[src/upst_pkg.sv]
// Shared types and constants for the unigram power sampling table unit.
// No dependencies; the files that use it refer to this package by scoped names.
package upst_pkg;

    localparam int VOCAB_DEPTH_DEF = 4096;
    localparam int TABLE_DEPTH_DEF = 65536;

    localparam int COUNT_W  = 32;
    localparam int WEIGHT_W = 40;
    localparam int TOTAL_W  = 52;
    localparam int FRAC_W   = 16;
    localparam int CFG_W    = 17;
    localparam int RAND_W   = 64;
    localparam int WORD_W   = 12;
    localparam int STATUS_W = 2;

    localparam logic [CFG_W-1:0] CFG_RESET = 17'h10000;

    localparam logic REQ_LOAD = 1'b0;
    localparam logic REQ_DRAW = 1'b1;

    localparam logic [STATUS_W-1:0] ST_OK        = 2'd0;
    localparam logic [STATUS_W-1:0] ST_ZERO      = 2'd1;
    localparam logic [STATUS_W-1:0] ST_NOT_BUILT = 2'd2;
    localparam logic [STATUS_W-1:0] ST_TOO_MANY  = 2'd3;

    typedef struct packed {
        logic                req_type;
        logic [COUNT_W-1:0]  word_count;
        logic                last_word;
        logic [RAND_W-1:0]   rand_bits;
    } in_item_t;

    typedef struct packed {
        logic [WORD_W-1:0]   word_index;
        logic [STATUS_W-1:0] status;
    } out_item_t;

endpackage

[src/upst_weight.sv]
// Iterative count^0.75 unit: two bit-serial square roots and one product.
// Depends on upst_pkg.
module upst_weight (
    input  logic                           clk,
    input  logic                           rst_n,
    input  logic                           start,
    input  logic [upst_pkg::COUNT_W-1:0]   count,
    output logic                           done,
    output logic [upst_pkg::WEIGHT_W-1:0]  weight
);

    typedef enum logic [1:0] {P_IDLE, P_ROOT1, P_ROOT2, P_MUL} phase_t;

    phase_t       phase_reg;
    logic [63:0]  rad_reg;
    logic [31:0]  root_reg;
    logic [34:0]  rem_reg;
    logic [4:0]   step_reg;
    logic [31:0]  s1_reg;
    logic         done_reg;
    logic [upst_pkg::WEIGHT_W-1:0] weight_reg;

    logic [34:0]  rem_sh;
    logic [34:0]  trial;
    logic         fits;
    logic [34:0]  rem_next;
    logic [31:0]  root_next;
    logic [55:0]  prod;

    // One result bit per cycle: bring down two radicand bits, try 4r+1.
    always_comb
    begin
        rem_sh    = {rem_reg[32:0], rad_reg[63:62]};
        trial     = {1'b0, root_reg, 2'b01};
        fits      = (rem_sh >= trial);
        rem_next  = fits ? (rem_sh - trial) : rem_sh;
        root_next = {root_reg[30:0], fits};
        prod      = s1_reg * root_reg[23:0];
    end

    always_ff @(posedge clk or negedge rst_n)
    begin
        if (!rst_n)
        begin
            phase_reg <= P_IDLE;
            done_reg  <= 1'b0;
        end
        else
        begin
            done_reg <= 1'b0;
            case (phase_reg)
                P_IDLE:
                begin
                    if (start)
                    begin
                        rad_reg   <= {count, 32'b0};
                        root_reg  <= '0;
                        rem_reg   <= '0;
                        step_reg  <= '0;
                        phase_reg <= P_ROOT1;
                    end
                end
                P_ROOT1:
                begin
                    step_reg <= step_reg + 5'd1;
                    if (step_reg == 5'd31)
                    begin
                        s1_reg    <= root_next;
                        rad_reg   <= {16'b0, root_next, 16'b0};
                        root_reg  <= '0;
                        rem_reg   <= '0;
                        phase_reg <= P_ROOT2;
                    end
                    else
                    begin
                        rad_reg  <= {rad_reg[61:0], 2'b00};
                        root_reg <= root_next;
                        rem_reg  <= rem_next;
                    end
                end
                P_ROOT2:
                begin
                    rad_reg  <= {rad_reg[61:0], 2'b00};
                    step_reg <= step_reg + 5'd1;
                    root_reg <= root_next;
                    rem_reg  <= rem_next;
                    if (step_reg == 5'd31)
                    begin
                        phase_reg <= P_MUL;
                    end
                end
                P_MUL:
                begin
                    weight_reg <= prod[upst_pkg::FRAC_W +: upst_pkg::WEIGHT_W];
                    done_reg   <= 1'b1;
                    phase_reg  <= P_IDLE;
                end
                default:
                begin
                    phase_reg <= P_IDLE;
                end
            endcase
        end
    end

    assign done   = done_reg;
    assign weight = weight_reg;

endmodule

[config.mk]
export PLATFORM = sky130hd
export DESIGN_NAME = upst_weight
export DESIGN_NICKNAME = d
export VERILOG_FILES = /design/src/upst_pkg.sv /design/src/upst_weight.sv
export SDC_FILE = /design/constraint.sdc
export NUM_CORES = 2
export LEC_CHECK = 0
export BUFFER_PORTS_ARGS = -buffer_cell sky130_fd_sc_hd__buf_2
export CORE_AREA = 10 10 299 301
export DETAILED_ROUTE_END_ITERATION = 6
export DIE_AREA = 0 0 309 311
export GPL_ROUTABILITY_DRIVEN = 0
export SLEW_MARGIN = 20
export SYNTH_ARGS = -nofsm -noshare
export SYNTH_HDL_FRONTEND = slang
export SYNTH_SLANG_ARGS = --single-unit
[constraint.sdc]
create_clock -name clk -period 8.15 [get_ports clk]
set_input_delay 0.4075 -clock clk [delete_from_list [all_inputs] [get_ports clk]]
set_output_delay 0.4075 -clock clk [all_outputs]
set_load 0.01 [all_outputs]
# Word level (Yosys, flattened, before mapping)
# Index checks and enable logic that the tools add are counted.
[word_totals]
regBits = 209
inputBits = 35
output_inout_bits = 41
word_cells = 45
[op_classes]
addsub = 2
mul = 1
magnitude_cmp = 1
eq_ne = 7
n_mux = 17
n_reduce_logical = 9
[op_table]
columns = ["cell", "n"]
rows = [
  ["64-bit one-hot mux with 3 select lines", 1],
  ["64-bit two-way mux", 2],
  ["33-bit two-way mux", 3],
  ["33-bit one-hot mux with 3 select lines", 1],
  ["32-bit one-hot mux with 3 select lines", 1],
  ["32-bit two-way mux", 2],
  ["32-bit by 24-bit multiplier with 56-bit output", 1],
  ["35-bit by 34-bit greater-or-equal comparator with 1-bit output", 1],
  ["33-bit subtractor", 1],
  ["3-bit AND reduction", 4],
  ["5-bit one-hot mux with 2 select lines", 1],
  ["2-bit one-hot mux with 4 select lines", 1],
  ["2-bit two-way mux", 3],
  ["2-bit != test, second input constant", 3],
  ["5-bit by 1-bit adder with 5-bit output, second input constant", 1],
  ["5-bit == test, second input constant", 1],
  ["5-bit two-way mux", 1],
  ["2-bit == test, second input constant", 2],
  ["3-bit nonzero test", 1],
  ["2-bit by 1-bit == test with 1-bit output, second input constant", 1],
  ["2-bit zero test", 1],
  ["2-bit AND reduction", 1],
  ["2-bit nonzero test", 1],
  ["2-bit OR reduction", 1],
  ["1-bit two-way mux", 1],
]

# Depth between registers and ports, before layout
[depth]
depth_word = 4
mapped_depth = 27
ltp_nobuf = 25

# Worst setup path after synthesis
# Ideal clock, no wire load.
[synth_timing]
kind = "flip-flop to flip-flop"
start = "register phase_reg[0]"
end = "register rad_reg[16] (enable)"
setup_time_ps = 610
arrival_time_ps = 6361
t_required_ps = 7540
setup_slack_ps = 1179
stages_incl_launch_ff = 6
path_buffers = 1
synth_period_minus_slack_ps = 6971
path_cell_list = "dfrtp_1 -> inv_1 -> ha_1 -> clkbuf_1 -> mux2i_1 -> nor2b_1"
[synth_via]
elab_chain_len = 3
word_cells_on_any_way = 6
classes_between = "3 x eq/ne; 3 x reduce/logical"
[synth_rtl]
columns = ["element", "line_no", "source"]
rows = [
  ["start: declaration", "upst_weight.sv:14", "phase_t phase_reg;"],
  ["start signal: assignment", "upst_weight.sv:45", "phase_reg <= P_IDLE;"],
  ["start signal: assignment", "upst_weight.sv:60", "phase_reg <= P_ROOT1;"],
  ["start signal: assignment", "upst_weight.sv:72", "phase_reg <= P_ROOT2;"],
  ["2-bit == test (tied with other cells)", "upst_weight.sv:51", "case (phase_reg)"],
  ["3-bit nonzero test (no line) / 2-bit != test (equally long branches)", "-", ""],
  ["3-bit AND reduction (no line) *", "-", ""],
  ["end signal: assignment", "upst_weight.sv:56", "rad_reg <= {count, 32'b0};"],
  ["end signal: assignment", "upst_weight.sv:69", "rad_reg <= {16'b0, root_next, 16'b0};"],
  ["end signal: assignment", "upst_weight.sv:76", "rad_reg <= {rad_reg[61:0], 2'b00};"],
  ["end: declaration", "upst_weight.sv:15", "logic [63:0] rad_reg;"],
]
# Mark *: on every way between the ends. The rest lies on a longest branch, timed or not.
# A chain may end at the register's enable or synchronous reset.

# Final worst setup path
[layout_timing]
start = "register root_reg[2]"
end = "register weight_reg, in the netlist weight[34] (data pin)"
[layout_via]
elab_chain_len = 1
[layout_rtl]
columns = ["element", "line_no", "source"]
rows = [
  ["start: declaration", "upst_weight.sv:16", "logic [31:0] root_reg;"],
  ["start signal: assignment", "upst_weight.sv:77", "root_reg <= root_next;"],
  ["start signal: assignment", "upst_weight.sv:85", "root_reg <= root_next;"],
  ["32-bit by 24-bit multiplier with 56-bit output", "upst_weight.sv:38", "prod = s1_reg * root_reg[23:0];"],
  ["via prod[50]", "upst_weight.sv:28", "logic [55:0] prod;"],
  ["end signal: assignment", "upst_weight.sv:94", "weight_reg <= prod[upst_pkg::FRAC_W +: upst_pkg::WEIGHT_W];"],
  ["end: declaration", "upst_weight.sv:21", "logic [upst_pkg::WEIGHT_W-1:0] weight_reg;"],
]
# The timed path passes the listed nets, and every way through them passes these cells.

==> results.py <==
metrics = {
    "worst_setup_path": {
        "r2r_end": "weight[34]",
        "worstSetupStartpointType": "flip-flop",
        "crit-reg2reg-launch": "root_reg[2]",
        "path_common_cell": "fa_1",
        "crit_type": "reg -> reg",
        "slowest_delay_ns": 0.78,
        "cp.buffers_inverters": 5,
        "cp_top_family": "adder cells",
        "slowest_stage": "edfxtp_1",
        "endpoint_kind": "flip-flop",
        "critical_path_required_ns": 8.41,
        "crit_fanout": 19,
        "arrival_ns": 8.10,
        "worst-r2r-setup-slack_ns": 0.31,
        "cp_cell_sequence": "and2_1 -> fa_1 -> fa_1 -> inv_1 -> fa_1 -> fa_1 -> inv_1 -> fa_1 -> fa_1 -> inv_1 -> fa_1 -> inv_1 -> ha_1 -> a21o_1 -> a21o_1 -> a211oi_1 -> o21ai_0 -> o2111ai_1 -> buf_4 -> nand2_1 -> a221o_1 -> a21boi_0 -> xnor2_1",
        "startpoint": "root_reg[2]",
        "reg2regPathDepth": 23,
    },
    "place": {
        "port_buffers": 75,
        "hpwl_mm": 66.2,
    },
    "cells_and_area": {
        "n_fill_cell": 8166,
        "antenna_cells": 0,
        "flow.area_growth_from_synthesis_pct": 6.89,
        "final_nets": 4345,
        "seq_area_um2": 5780,
        "drive_above_1_share_pct": 6.50,
        "multi_input_area_um2": 23800,
        "largest_reg_flops": 48,
    },
    "logic_synthesis": {
        "yosysTopAreaCell": "fa_1",
        "ys_seq_area_share_pct": 17.4,
        "synth-edff-count": 190,
        "synth_area_leaders": "fa_1 (40%), edfxtp_1 (17%), inv_1 (8.4%)",
        "ys_ff_latch": 193,
        "yosys_warnings": 0,
        "syn_area_per_cell_um2": 9.68,
        "synth_ff_type": "edfxtp_1",
        "synth_cell_type_count": 80,
        "syn-instance-count": 3425,
        "synthArstFlopShare_pct": 1.55,
        "syn_nets": 4335,
        "netlist_area_um2": 33200,
        "yosysTopAreaCellShare_pct": 39.7,
    },
    "sta": {
        "skew_ns": 0.0201,
        "worst_pin_slew_ns": 0.877,
        "relSlewSlack_pct": 41.6,
        "rsz0062_at_grt": "no",
        "fmax_ghz": 0.128,
        "finalCritPeriodShare_pct": 96.2,
        "final_hold_viol_count": 0,
        "tns_ns": 0,
        "setup_viol": 0,
        "period_minus_slack_ns": 7.84,
        "drv_slew": 0,
    },
    "routing": {
        "dr_total_vias": 22800,
        "totalWireLength_mm": 81.5,
        "wl_per_cell_um": 18.0,
        "via_per_inst": 5.04,
        "dr.pass1.iters": 5,
        "drc": 0,
        "postRouteAntennaNets": 0,
        "drtIter0Drc": 1192,
    },
    "run_status": {
        "outcome": "finished clean",
    },
    "floorplanning": {
        "ios": 76,
        "coreArea_um2": 83300,
        "die_x_um": 309,
        "die_h_um": 311,
        "start_util_pct": 39.8,
        "die-area_um2": 96100,
        "rows": 106,
    },
    "grt": {
        "grt_first_pass_wirelength_mm": 132,
        "track_usage_pct": 17.3,
        "antenna_found_initial": 1,
        "overflow": 0,
        "grt_max_degree": 60,
        "grt_pass1_vias": 23600,
    },
    "clocking": {
        "numCtsBuffers": 17,
        "cts_root_buf": "clkbuf_16",
        "cts.sinks": 193,
        "cts_tree": "built",
        "clkLatencyLatePin_ns": 0.50,
        "htreeDepth": 4,
        "clk_pin_slew_ns": 0.09,
        "clock_path_buffers": 2,
    },
    "worst_hold_path": {
        "min-delay-start": "count[29]",
        "hold_path.class": "in -> reg",
        "min_to": "rad_reg[61]",
        "holdPathStages": 3,
    },
    "flow_run": {
        "cap_violations": 0,
    },
}
==> layout by cell type (no fill, tap or decap), types with 14 or more instances in the layout <==
cell type  netlist  layout
a21o_1          30      30
a21oi_1         96      96
a221o_1         18      18
a22o_1          14      14
and2_1         401     399
buf_2            3      75
buf_4            2      90
clkbuf_16        0      17
edfxtp_1       190     190
fa_1           657     657
ha_1           218     218
inv_1          746     746
nand2_1        475     474
nand3_1         26      26
nand4_1         14      14
nor2_1          73      73
nor2b_1         26      25
o21ai_0         52      52
xnor2_1         43      43
xor2_1          24      24
==> synthesized netlist by cell type (6+ instances only) <==
| cell | number |
|---|---|
| nor2b_1 | 26 |
| inv_1 | 746 |
| nand2b_1 | 7 |
| a31oi_1 | 6 |
| a21o_1 | 30 |
| o21ai_0 | 52 |
| nand4_1 | 14 |
| nand3_1 | 26 |
| nor3_1 | 10 |
| o211ai_1 | 6 |
| a211oi_1 | 9 |
| ha_1 | 218 |
| xnor2_1 | 43 |
| and3_1 | 9 |
| edfxtp_1 | 190 |
| nor2_1 | 73 |
| fa_1 | 657 |
| clkbuf_1 | 160 |
| a22o_1 | 14 |
| a221o_1 | 18 |
| o21a_1 | 8 |
| xor2_1 | 24 |
| and2_1 | 401 |
| nand2_1 | 475 |
| a21oi_1 | 96 |
| o21bai_1 | 12 |
==> kinds of logic after synthesis <==
group | count (synthesis) | synth area share [%]
AND/OR/NAND/NOR | 1064 | 15.9
buffers and inverters | 924 | 10.8
adder cells (fa/ha/maj) | 875 | 47.9
AO/OA/AOI/OAI | 299 | 6.15
flip-flops | 193 | 17.4
XOR/XNOR | 67 | 1.77
multiplexers | 3 | 0.0981
==> area by class of cell <==
class,count,area share (%)
tap,1080,3.81
timing repair buffer,168,3.11
clock buffer,17,1.20
inverter,747,7.91
multi-input combinational,2308,67.2
clock inverter,15,0.466
sequential,193,16.3
==> timing repair <==
item                       in CTS  in global routing
hold buffers                    1                  0
buffers inserted                0                  3
resized for setup               0                  0
hold endpoints to repair        3                  0
setup endpoints to repair       0                  1
==> routing by layer <==
| metal | vias to the layer above | part of all wire, % | track usage (%) |
|---|---|---|---|
| li1 | 10400 | - | - |
| met1 | 11800 | 45 | 23.6 |
| met2 | 552 | 49 | 28.8 |
| met3 | 86 | 4.5 | 2.25 |
| met4 | 0 | 2.0 | 4.46 |
| met5 | - | 0 | 0 |
==> stage by stage <==
step | setup WS, ns | cell area [µm²] | utilization, % | hold slack (ns) | std cells
floorplan | 1.18 | 33200 | - | 0.112 | 3425
global placement | 0.334 | 34800 | 41.8 | 0.229 | 4491
detailed placement | 0.283 | 34800 | 41.8 | 0.228 | 4492
CTS | 0.267 | 35400 | 42.5 | 0.184 | 4525
global route | 0.0296 | 35500 | 42.6 | 0.230 | 4528
finish | 0.310 | 35500 | 42.6 | 0.223 | 4528
==> worst register-to-register path: cells and delay by family, from the launching register on <==
kind,cells,cell delay (ns)
compound gates,7,2.05
xor+xnor,1,0.09
flops,1,0.78
fa+ha+maj,8,3.90
buf+inv,5,0.44
simple gates,2,0.34
==> worst max path at each step <==
| stage | endpoint | slack (ns) | cells after the start |
|---|---|---|---|
| 6_report | weight[34] | 0.31 | 23 |
| 5_1_grt | weight[32] | 0.03 | 23 |
| 4_1_cts | weight[34] | 0.27 | 24 |
| 3_5_place_dp | weight[34] | 0.28 | 24 |
| 3_3_place_gp | weight[34] | 0.33 | 24 |
| 2_1_floorplan | rad_reg[16] | 1.18 | 5 |
Power is not shown: default switching activity piles up to over one toggle a cycle in this logic, so the estimate is an artifact.
