### config.mk
export PLATFORM = sky130hd
export DESIGN_NAME = upst_ram
export DESIGN_NICKNAME = d
export VERILOG_FILES = /design/src/upst_ram.sv
export SDC_FILE = /design/constraint.sdc
export NUM_CORES = 1
export LEC_CHECK = 0
export BUFFER_PORTS_ARGS = -buffer_cell sky130_fd_sc_hd__buf_2
export CELL_PAD_IN_SITES_DETAIL_PLACEMENT = 1
export CELL_PAD_IN_SITES_GLOBAL_PLACEMENT = 1
export CORE_MARGIN = 2
export CORE_UTILIZATION = 57
export CTS_BUF_LIST = sky130_fd_sc_hd__clkbuf_8 sky130_fd_sc_hd__clkbuf_16
export CTS_CLUSTER_SIZE = 40
export DETAILED_ROUTE_END_ITERATION = 7
export GPL_TIMING_DRIVEN = 0
export PLACE_DENSITY_LB_ADDON = 0.1
export SYNTH_ARGS = -nofsm -noshare
export SYNTH_HDL_FRONTEND = slang
export SYNTH_SLANG_ARGS = --single-unit
### constraint.sdc
create_clock -name clk -period 4.02 [get_ports clk]
set_input_delay 0.402 -clock clk [delete_from_list [all_inputs] [get_ports clk]]
set_output_delay 0.402 -clock clk [all_outputs]
set_load 0.05 [all_outputs]
### src/upst_ram.sv
// Generic single-write, single-read RAM with registered read data.
// Depends on nothing.
module upst_ram #(
    parameter int W     = 8,
    parameter int DEPTH = 16
) (
    input  logic                                        clk,
    input  logic                                        wr_en,
    input  logic [((DEPTH > 1) ? $clog2(DEPTH) : 1)-1:0] wr_addr,
    input  logic [W-1:0]                                wr_data,
    input  logic                                        rd_en,
    input  logic [((DEPTH > 1) ? $clog2(DEPTH) : 1)-1:0] rd_addr,
    output logic [W-1:0]                                rd_data
);

    logic [W-1:0] mem [DEPTH];
    logic [W-1:0] rd_data_reg;

    always_ff @(posedge clk)
    begin
        if (wr_en)
        begin
            mem[wr_addr] <= wr_data;
        end
        if (rd_en)
        begin
            rd_data_reg <= mem[rd_addr];
        end
    end

    assign rd_data = rd_data_reg;

endmodule

# Yosys cells after proc, flatten, opt, wreduce, memory -nomap -nowiden
# Memories as Yosys holds them, arrays and structs flattened. A register that Yosys moved wholly into a read port is not among the register bits.
# Index checks and enable logic that the tools add are counted.
op_classes:
  n_mux: 2
op_table:
  columns: ["cell", "n"]
  rows:
  - ["1-bit two-way mux", 2]
totals:
  ff_bits: 0
  ram_bits: 128
  mem_count: 1
  wordCells: 3
memory_table:
  columns: ["name", "words", "word_bits", "read_ports", "rd_ports_with_merged_regs", "wr", "line", "rtl"]
  rows:
  - ["mem", 16, 8, 1, 1, 1, "16", "logic [W-1:0] mem [DEPTH];"]

# Logic depth before layout (Yosys ltp)
# Gate-level depths: netlist of run 1.
depth:
  ltp_word: 2
  mapped_depth: 5
  mapped_depth_nobuf: 3

# Worst setup path after synthesis of run 1
# Ideal clock, no wire load.
synth_timing:
  kind: "input to register"
  startpoint: "input port wr_addr[2] (netlist name)"
  endpoint: "memory mem[0][0] (enable)"
  path_buffers: 0
  t_arrival_ns: 1.512
  path_slack_ns: 2.125
  stages: 2
  setup_ns: 0.383
  cell_sequence: "or3b_2 -> nor3_1"
synth_rtl:
  columns: ["item", "line", "rtl"]
  rows:
  - ["from (decl)", "9", "input logic [((DEPTH > 1) ? $clog2(DEPTH) : 1)-1:0] wr_addr,"]
  - ["to (decl)", "16", null]
# Straight into the memory's write port.

# Final worst setup path of run 1
layout_timing:
  startpoint: "input port wr_addr[2] (netlist name)"
  endpoint: "memory mem[1][6] (enable)"
# Straight into the memory's write port.

==> impl_metrics.yaml, run 1 <==
status:
  outcome: "finished, final reports clean"
floorplan:
  rows: 34
  die_area_sq_mm: 0.009953
  start_util_pct: 59.36
  ioPinCount: 27
  fp.dieW_um: 99.77
  die_h_um: 99.77
  core-area_sq_mm: 0.008806
worst_setup_path:
  cp_data_required_time_ps: 4160
  r2r-start: "mem[2][0]"
  rr_worst_depth: 3
  r2r-end: "rd_data[0]"
  crit_path_end_kind: "register"
  worstPathArrival_ps: 1770
  critPathLaunchType: "input port"
  crit_path_max_fanout: 8
  r2r_setup_slack_ps: 2410
  crit_type: "in -> reg"
synthesis:
  yosysSeqAreaShare_pct: 78.12
  yosys_warnings: 0
  syn-instance-count: 229
  yosysTopAreaCellShare_pct: 78.12
  synth_top_cells_by_area: "edfxtp_1 78%, mux4_2 7.8%, mux4_1 7.0%"
  synth_cell_type_count: 18
  synth-seq-cells: 136
  yosysTopAreaCell: "edfxtp_1"
  synth_nets: 248
  post_synth.cell_area_avg_sq_um: 22.83
  netlist_area_sq_mm: 0.005228
power:
  p_leak_nw: 2.021
  switchingPower_mw: 0.6851
  power_frac_comb_pct: 5.5
  power_mw: 3.215
  swShare_pct: 21.31
  p_int_mw: 2.530
  seqPwrFrac_pct: 50.0
  power_frac_clock_pct: 44.5
  ir_drop_mv: 0.3431
  p_per_area_mw_per_mm2: 531.3
cts:
  cts_buffer_depth: 2
  post_cts_buffers: 0
  numClockSinks: 136
  cts_buffers: 17
  tritoncts: "done"
  htreeDepth: 4
  ctsResizeCount: 0
  path_clk_slew_ps: 60
  ctsHoldBuffers: 0
  insertion_delay_ps: 510
  cts_root_buf: "clkbuf_8"
sta:
  worst_pin_slew_ps: 1248
  finalHoldViolations: 0
  finalCritPeriodShare_pct: 40.55
  setup_viol: 0
  fmax_mhz: 613.5
  rsz0062_at_grt: "no"
  relSlewSlack_pct: 16.17
  slew_viol_final: 0
  fin_tns_setup_ps: 0
  min_period_ps: 1630
  setup_slack_ps: 2390
  skew_ps: 5.211
place:
  pre_cts_slack_ps: 1404
  gp_congestion: 0.7036
  post-dp-hpwl_mm: 6.936
  io_buffers: 25
detailed_routing:
  drc: 0
  viasPerCell: 6.372
  detail-route-antenna-nets: 0
  drt-initial-drc-count: 252
  wl_mm: 11.08
  first_pass_iters: 4
  vias: 2517
  wl_per_cell_um: 28.06
cells_and_area:
  n_fill_cell: 695
  insertedDiodeCount: 0
  syn_to_final_growth_pct: 15.75
  final_cell_mix: "136 x edfxtp_1, 29 x buf_2, 18 x mux4_2, 16 x a22oi_1, 16 x clkbuf_16"
  largest_reg_flops: 128
  layout_commonest_cell: "edfxtp_1"
  regArea_sq_mm: 0.004084
  drive_gt1_share_pct: 28.92
  utilization_pct: 68.71
  multiInputGateArea_sq_mm: 0.001062
  nets: 293
min_path:
  min-delay-start: "rd_en"
  hold_path_class: "in -> reg"
  min_path_cells: 1
  hold_end: "rd_data[4]"
global_routing:
  grt_pass1_wl_mm: 16.71
  grt_max_degree: 17
  grt_overflow: 0
  antenna_found_initial: 0
  track_usage_pct: 24.74
  grt_pass1_vias: 2639
run:
  max_cap_viol_count: 0
==> worst max-delay path by stage <==
stage,from,endpoint,slack (ps),depth (start not counted)
global route,wr_en,mem[12][6],2310,3
CTS,wr_addr[2],mem[0][5],1930,3
detailed placement,wr_addr[2],mem[0][3],1400,3
finish,wr_addr[2],mem[1][6],2390,3
global placement,wr_addr[2],mem[0][3],1480,3
floorplan,wr_addr[2],mem[0][0],2130,2
==> metrics by stage <==
stage,std cells,instance area [sq um],hold slack (ps)
after floorplan,229,5228,500.9
after global placement,362,5488,735.7
after detailed placement,362,5488,763.2
after CTS,394,6041,219.8
after global routing,395,6051,223.0
final,395,6051,243.5
==> power by group through the flow <==
stage               logic, mW  registers [mW]  clock network, mW
finish                  0.177            1.61               1.43
global route            0.189            1.61               1.50
CTS                     0.178            1.61               1.45
detailed placement      0.176            1.64                  0
global placement        0.170            1.63                  0
floorplan              0.0806            1.66                  0
==> worst max-delay path, stage by stage <==
cell and delay (ps):
buf_2 120, or3b_2 550, nor2_1 690
==> logic make-up after synthesis <==
family | Yosys count | synth area share, %
AOI/OAI and AO/OA | 16 | 2.298
buffers and inverters | 10 | 1.651
DFF | 136 | 78.12
muxes | 32 | 14.79
and+or+nand+nor | 35 | 3.136
==> Yosys cell counts, drive strengths merged <==
library cell and count:
nand3 1, nor2 13, or3b 1, buf 7, and2 1, nand3b 2, nand2b 2, mux4 32
a22oi 16, edfxtp 136, nand2 9, nor2b 1, clkdlybuf4s25 3, and2b 1, nor3 4
==> area by class of cell <==
cell class	count	share of cell area, %
repair buffers	26	2.151
clock inverters	15	2.295
well taps	108	2.233
plain buffers	10	1.427
flip-flops and latches	136	67.49
clock buffers	17	6.844
multi-input cells	83	17.56
==> routing by layer <==
metal	up-vias	share of wire (%)	track usage [%]
met5	-	0	0
li1	1069	-	-
met4	0	2.3	10.01
met2	105	49	36.59
met3	22	5.3	6.184
met1	1321	44	36.15
(Power assumes the default switching activity.)
==> inputs of run 2 (changes only) <==
- CORE_UTILIZATION: 57 -> 48
- clock period: 4.02 -> 1.4 ns (I/O delays scaled with it)
==> run 2 against run 1 <==
The run now ends with setup timing left. Core utilization is 11 points lower. Final area is 2.7% higher. Sequential share of layout area is 1.8 points lower. Cell count is 8.1% higher. Largest cell class unchanged. Critical endpoint is now rd_data[5]. Critical path depth stayed put. First-iteration DRC count is 40% lower. Global-route usage is 4.0 points lower. Largest power group is now clock. Combinational power grew to 3.0 times the previous value. Routed wire length is 1.1% lower. Clock skew is 0.57 ps lower. Sequential power grew to 2.9 times the previous value. Register-to-register slack worse by 2500 ps.
==> impl_metrics.yaml, run 2 (synthesized netlist as in run 1, its figures left out) <==
sta:
  relSlewSlack_pct: 22.72
  skew_ps: 4.643
  slew_viol_final: 0
  finalHoldViolations: 0
  worst_pin_slew_ps: 1150
  min_period_ps: 1502
  finalCritPeriodShare_pct: 107.3
  fin_tns_setup_ps: -282.4
  setup_viol: 5
  rsz0062_at_grt: "yes"
  fmax_mhz: 665.6
  setup_slack_ps: -102.3
floorplan:
  rows: 38
  fp.dieW_um: 108.4
  ioPinCount: 27
  core-area_sq_mm: 0.01075
  die_area_sq_mm: 0.01174
  start_util_pct: 48.65
  die_h_um: 108.4
power:
  p_per_area_mw_per_mm2: 1608
  ir_drop_mv: 0.7526
  p_leak_nw: 2.048
detailed_routing:
  vias: 2433
  wl_mm: 10.96
  viasPerCell: 5.698
  detail-route-antenna-nets: 0
  wl_per_cell_um: 25.66
  drt-initial-drc-count: 151
  first_pass_iters: 5
  drc: 0
global_routing:
  grt_overflow: 0
  grt_max_degree: 17
  grt_pass1_vias: 2628
  grt_pass1_wl_mm: 16.42
  track_usage_pct: 20.73
  antenna_found_initial: 0
cells_and_area:
  final_cell_mix: "136 x edfxtp_1, 28 x buf_2, 25 x mux4_2, 16 x clkbuf_16, 13 x nor2_1"
  insertedDiodeCount: 0
  syn_to_final_growth_pct: 18.88
  layout_commonest_cell: "edfxtp_1"
  utilization_pct: 57.84
  largest_reg_flops: 128
  drive_gt1_share_pct: 35.54
  final_cells: 427
  n_fill_cell: 942
  fin_area_sq_mm: 0.006215
  nets: 293
cts:
  tritoncts: "done"
  cts_buffer_depth: 2
  cts_root_buf: "clkbuf_8"
  path_clk_slew_ps: 60
  cts_buffers: 17
  htreeDepth: 4
  numClockSinks: 136
  insertion_delay_ps: 510
worst_setup_path:
  worstPathArrival_ps: 1760
  rr_worst_depth: 3
  crit_type: "reg -> reg"
  r2r_setup_slack_ps: -100
  crit_chain: "mux4_1 > a22oi_1 > nand2_1"
  r2r-start: "mem[0][5]"
  critPathLaunch: "mem[0][5]"
  r2r-end: "rd_data[5]"
  critPathLaunchType: "register"
  cp_data_required_time_ps: 1660
  crit_end: "rd_data[5]"
  max_stage_delay_ps: 490
  worst_path_max_delay_cell: "mux4_1"
  crit_path_max_fanout: 1
  crit_path_end_kind: "register"
place:
  gp_congestion: 0.7113
  place_area_sq_mm: 0.005540
  placed_cells: 394
  io_buffers: 25
  post-dp-hpwl_mm: 6.835
min_path:
  min-delay-start: "wr_data[6]"
  min_path_cells: 1
  hold_path_class: "in -> reg"
status:
  violations: "setup timing"
  outcome: "complete, but fails checks"
run:
  max_cap_viol_count: 0
-- run 2: cell types whose count changed in the layout (fill, tap and decap cells not counted), sizes merged --
cell | previous run | this run
buf | 33 | 32
clkinvlp | 5 | 3
inv | 2 | 0
bufinv | 2 | 6
dlygate4sd3 | 0 | 1
-- run 2: cell type report --
type	count	area, sq um	share of cell area, %
sequential	136	4084	65.71
clock buffer	17	414.1	6.664
buffer	10	93.84	1.510
clock inverter	15	231.5	3.725
multi-input combinational	83	1081	17.39
timing repair buffer	26	135.1	2.174
tap	140	175.2	2.819
-- run 2: stage by stage --
step           hold slack (ps)  worst slack, ps  power (mW)
6_report                 29.90           -102.3       9.994
4_1_cts                  9.548           -97.79       10.05
3_3_place_gp             506.1           -619.4       5.186
5_1_grt                  13.04           -119.9       10.26
2_1_floorplan            238.9           -15.96       4.995
3_5_place_dp             508.2           -659.1       5.208
-- run 2: how the worst min path moves through the flow --
stage                             to
after global placement    rd_data[2]
after global routing      mem[14][6]
after CTS                 mem[15][6]
final                      mem[3][6]
after detailed placement  rd_data[2]
after floorplan            mem[0][0]
-- run 2: routing by layer --
metal	share of wire, %	GRT usage [%]	up-vias	wire length, um
met4	1.3	7.875	0	142
met5	0	0	-	0
met2	49	32.30	71	5349
met3	5.1	5.365	12	555
li1	-	-	1065	-
met1	45	28.44	1285	4910
-- run 2: power breakdown --
part           total [mW]  internal (mW)  leakage (nW)  switching (mW)
clock network        4.85           3.23         0.311            1.63
logic               0.529          0.190         0.502           0.339
registers            4.61           4.59          1.24          0.0218
total                9.99           8.00          2.05            1.99
-- run 2: worst max-delay path, delay by kind of cell (launching register included) --
kind            cells  cell delay [ps]
simple gates        1              100
flops               1              370
compound gates      1              280
mux                 1              490
-- run 2: what timing repair did --
| item | CTS | global route |
|---|---|---|
| pin swaps | 6 | 0 |
| endpoints found under the setup margin | 16 | 16 |
| gates resized for setup | 12 | 4 |
| hold buffers | 1 | 0 |
| cloned | 0 | 0 |
| hold endpoints to repair | 8 | 0 |
| setup buffers | 0 | 0 |
==> inputs of run 3 (changes only) <==
- SETUP_SLACK_MARGIN: default -> 0.02
==> run 3 against run 2 <==
Clock power down 7.2%. Non-clock buffer count is 1 higher. Sequential cell count did not move. Via count increased by 2.1%. First-iteration DRC count is 3.3% higher. The run still ends with setup timing left. Cell count is 0.23% higher. Fmax grew 6.5%.
==> impl_metrics.yaml, run 3 (synthesized netlist as in run 1, its figures left out) <==
status:
  outcome: "complete, but fails checks"
  violations: "setup timing"
power:
  power_mw: 9.662
  p_per_area_mw_per_mm2: 1559
  p_leak_nw: 2.013
  ir_drop_mv: 0.8772
floorplan:
  core-area_sq_mm: 0.01075
  rows: 38
  ioPinCount: 27
  fp.dieW_um: 108.4
  die_h_um: 108.4
  start_util_pct: 48.65
  die_area_sq_mm: 0.01174
cells_and_area:
  drive_gt1_share_pct: 39.58
  n_fill_cell: 943
  final_cells: 428
  insertedDiodeCount: 0
  syn_to_final_growth_pct: 18.55
  nets: 294
  utilization_pct: 57.67
  layout_commonest_cell: "edfxtp_1"
  largest_reg_flops: 128
  final_cell_mix: "136 x edfxtp_1, 31 x mux4_2, 28 x buf_2, 16 x clkbuf_16, 11 x a22oi_2"
cts:
  insertion_delay_ps: 520
  cts_buffers: 17
  cts_root_buf: "clkbuf_8"
  path_clk_slew_ps: 60
  tritoncts: "done"
  numClockSinks: 136
  cts_buffer_depth: 2
  htreeDepth: 4
  post_cts_buffers: 0
worst_setup_path:
  critPathLaunch: "mem[11][4]"
  cp_data_required_time_ps: 1660
  crit_path_max_fanout: 1
  r2r-end: "rd_data[4]"
  worstPathArrival_ps: 1670
  crit_type: "reg -> reg"
  critPathLaunchType: "register"
  r2r-start: "mem[11][4]"
  crit_chain: "mux4_2 > a22oi_2 > nand2_1"
  crit_path_end_kind: "register"
  r2r_setup_slack_ps: -10
  rr_worst_depth: 3
  worst_path_max_delay_cell: "mux4_2"
  max_stage_delay_ps: 480
detailed_routing:
  viasPerCell: 5.804
  drt-initial-drc-count: 156
  first_pass_iters: 4
  drc: 0
  detail-route-antenna-nets: 0
  wl_mm: 11.33
  wl_per_cell_um: 26.47
  vias: 2484
sta:
  relSlewSlack_pct: 36.03
  slew_viol_final: 0
  finalHoldViolations: 0
  min_period_ps: 1411
  skew_ps: 10.66
  setup_viol: 3
  setup_slack_ps: -10.98
  fmax_mhz: 708.7
  finalCritPeriodShare_pct: 100.8
  rsz0062_at_grt: "yes"
  fin_hold_ws_ps: 25.89
  worst_pin_slew_ps: 956.0
global_routing:
  grt_max_degree: 17
  antenna_found_initial: 0
  grt_pass1_vias: 2667
  track_usage_pct: 21.56
  grt_overflow: 0
  grt_pass1_wl_mm: 16.91
place:
  gp_congestion: 0.7941
  placed_cells: 394
  post-dp-hpwl_mm: 6.929
  pre_cts_slack_ps: -615.3
  io_buffers: 25
min_path:
  min_path_cells: 1
  hold_path_class: "in -> reg"
  min-delay-start: "wr_data[2]"
  hold_end: "mem[14][2]"
run:
  max_cap_viol_count: 0
run 3: worst max path at each step:
stage	endpoint	slack, ps	cells after the start
CTS	rd_data[4]	-20	3
detailed placement	mem[8][1]	-620	3
global placement	mem[8][1]	-590	3
finish	rd_data[4]	-10	3
floorplan	mem[3][0]	-6	2
global route	rd_data[6]	-70	3
run 3: area by class of cell:
type                       instances  area, sq um  share of cell area [%]
timing repair buffer              27        145.1                   2.342
clock buffer                      17        414.1                   6.683
clock inverter                    15        183.9                   2.968
multi-input combinational         83         1097                   17.71
tap                              140        175.2                   2.827
buffer                            10        97.59                   1.575
sequential                       136         4084                   65.90
run 3: layer usage:
layer / vias up / GRT usage (%) / part of all wire, %
li1: 1066 / - / -
met1: 1332 / 30.19 / 46
met2: 66 / 33.20 / 49
met3: 20 / 5.304 / 3.4
met4: 0 / 8.059 / 1.8
met5: - / 0 / 0
run 3: what timing repair did:
action                                 4_1_cts  5_1_grt
endpoints found under the hold margin       24        0
hold buffers                                 2        0
gates resized for setup                     17        6
pin swaps                                    1        3
setup endpoints to repair                   24       32
run 3: through the flow:
step                area [sq um]  setup TNS, ps
finish                      6197         -28.18
CTS                         6175         -75.94
global placement            5518         -40460
detailed placement          5518         -45840
global route                6197         -301.3
floorplan                   5218         -155.0
run 3: report_power, final:
part	switching, mW	internal [mW]	total [mW]
Clock	1.64	2.86	4.50
Combinational	0.352	0.199	0.551
Sequential	0.0246	4.59	4.61
run 3: critical path: cells and delay by family (launching register included):
family	cells	cell delay [ps]
AOI/OAI and AO/OA	1	190
DFF	1	380
muxes	1	480
and+or+nand+nor	1	100
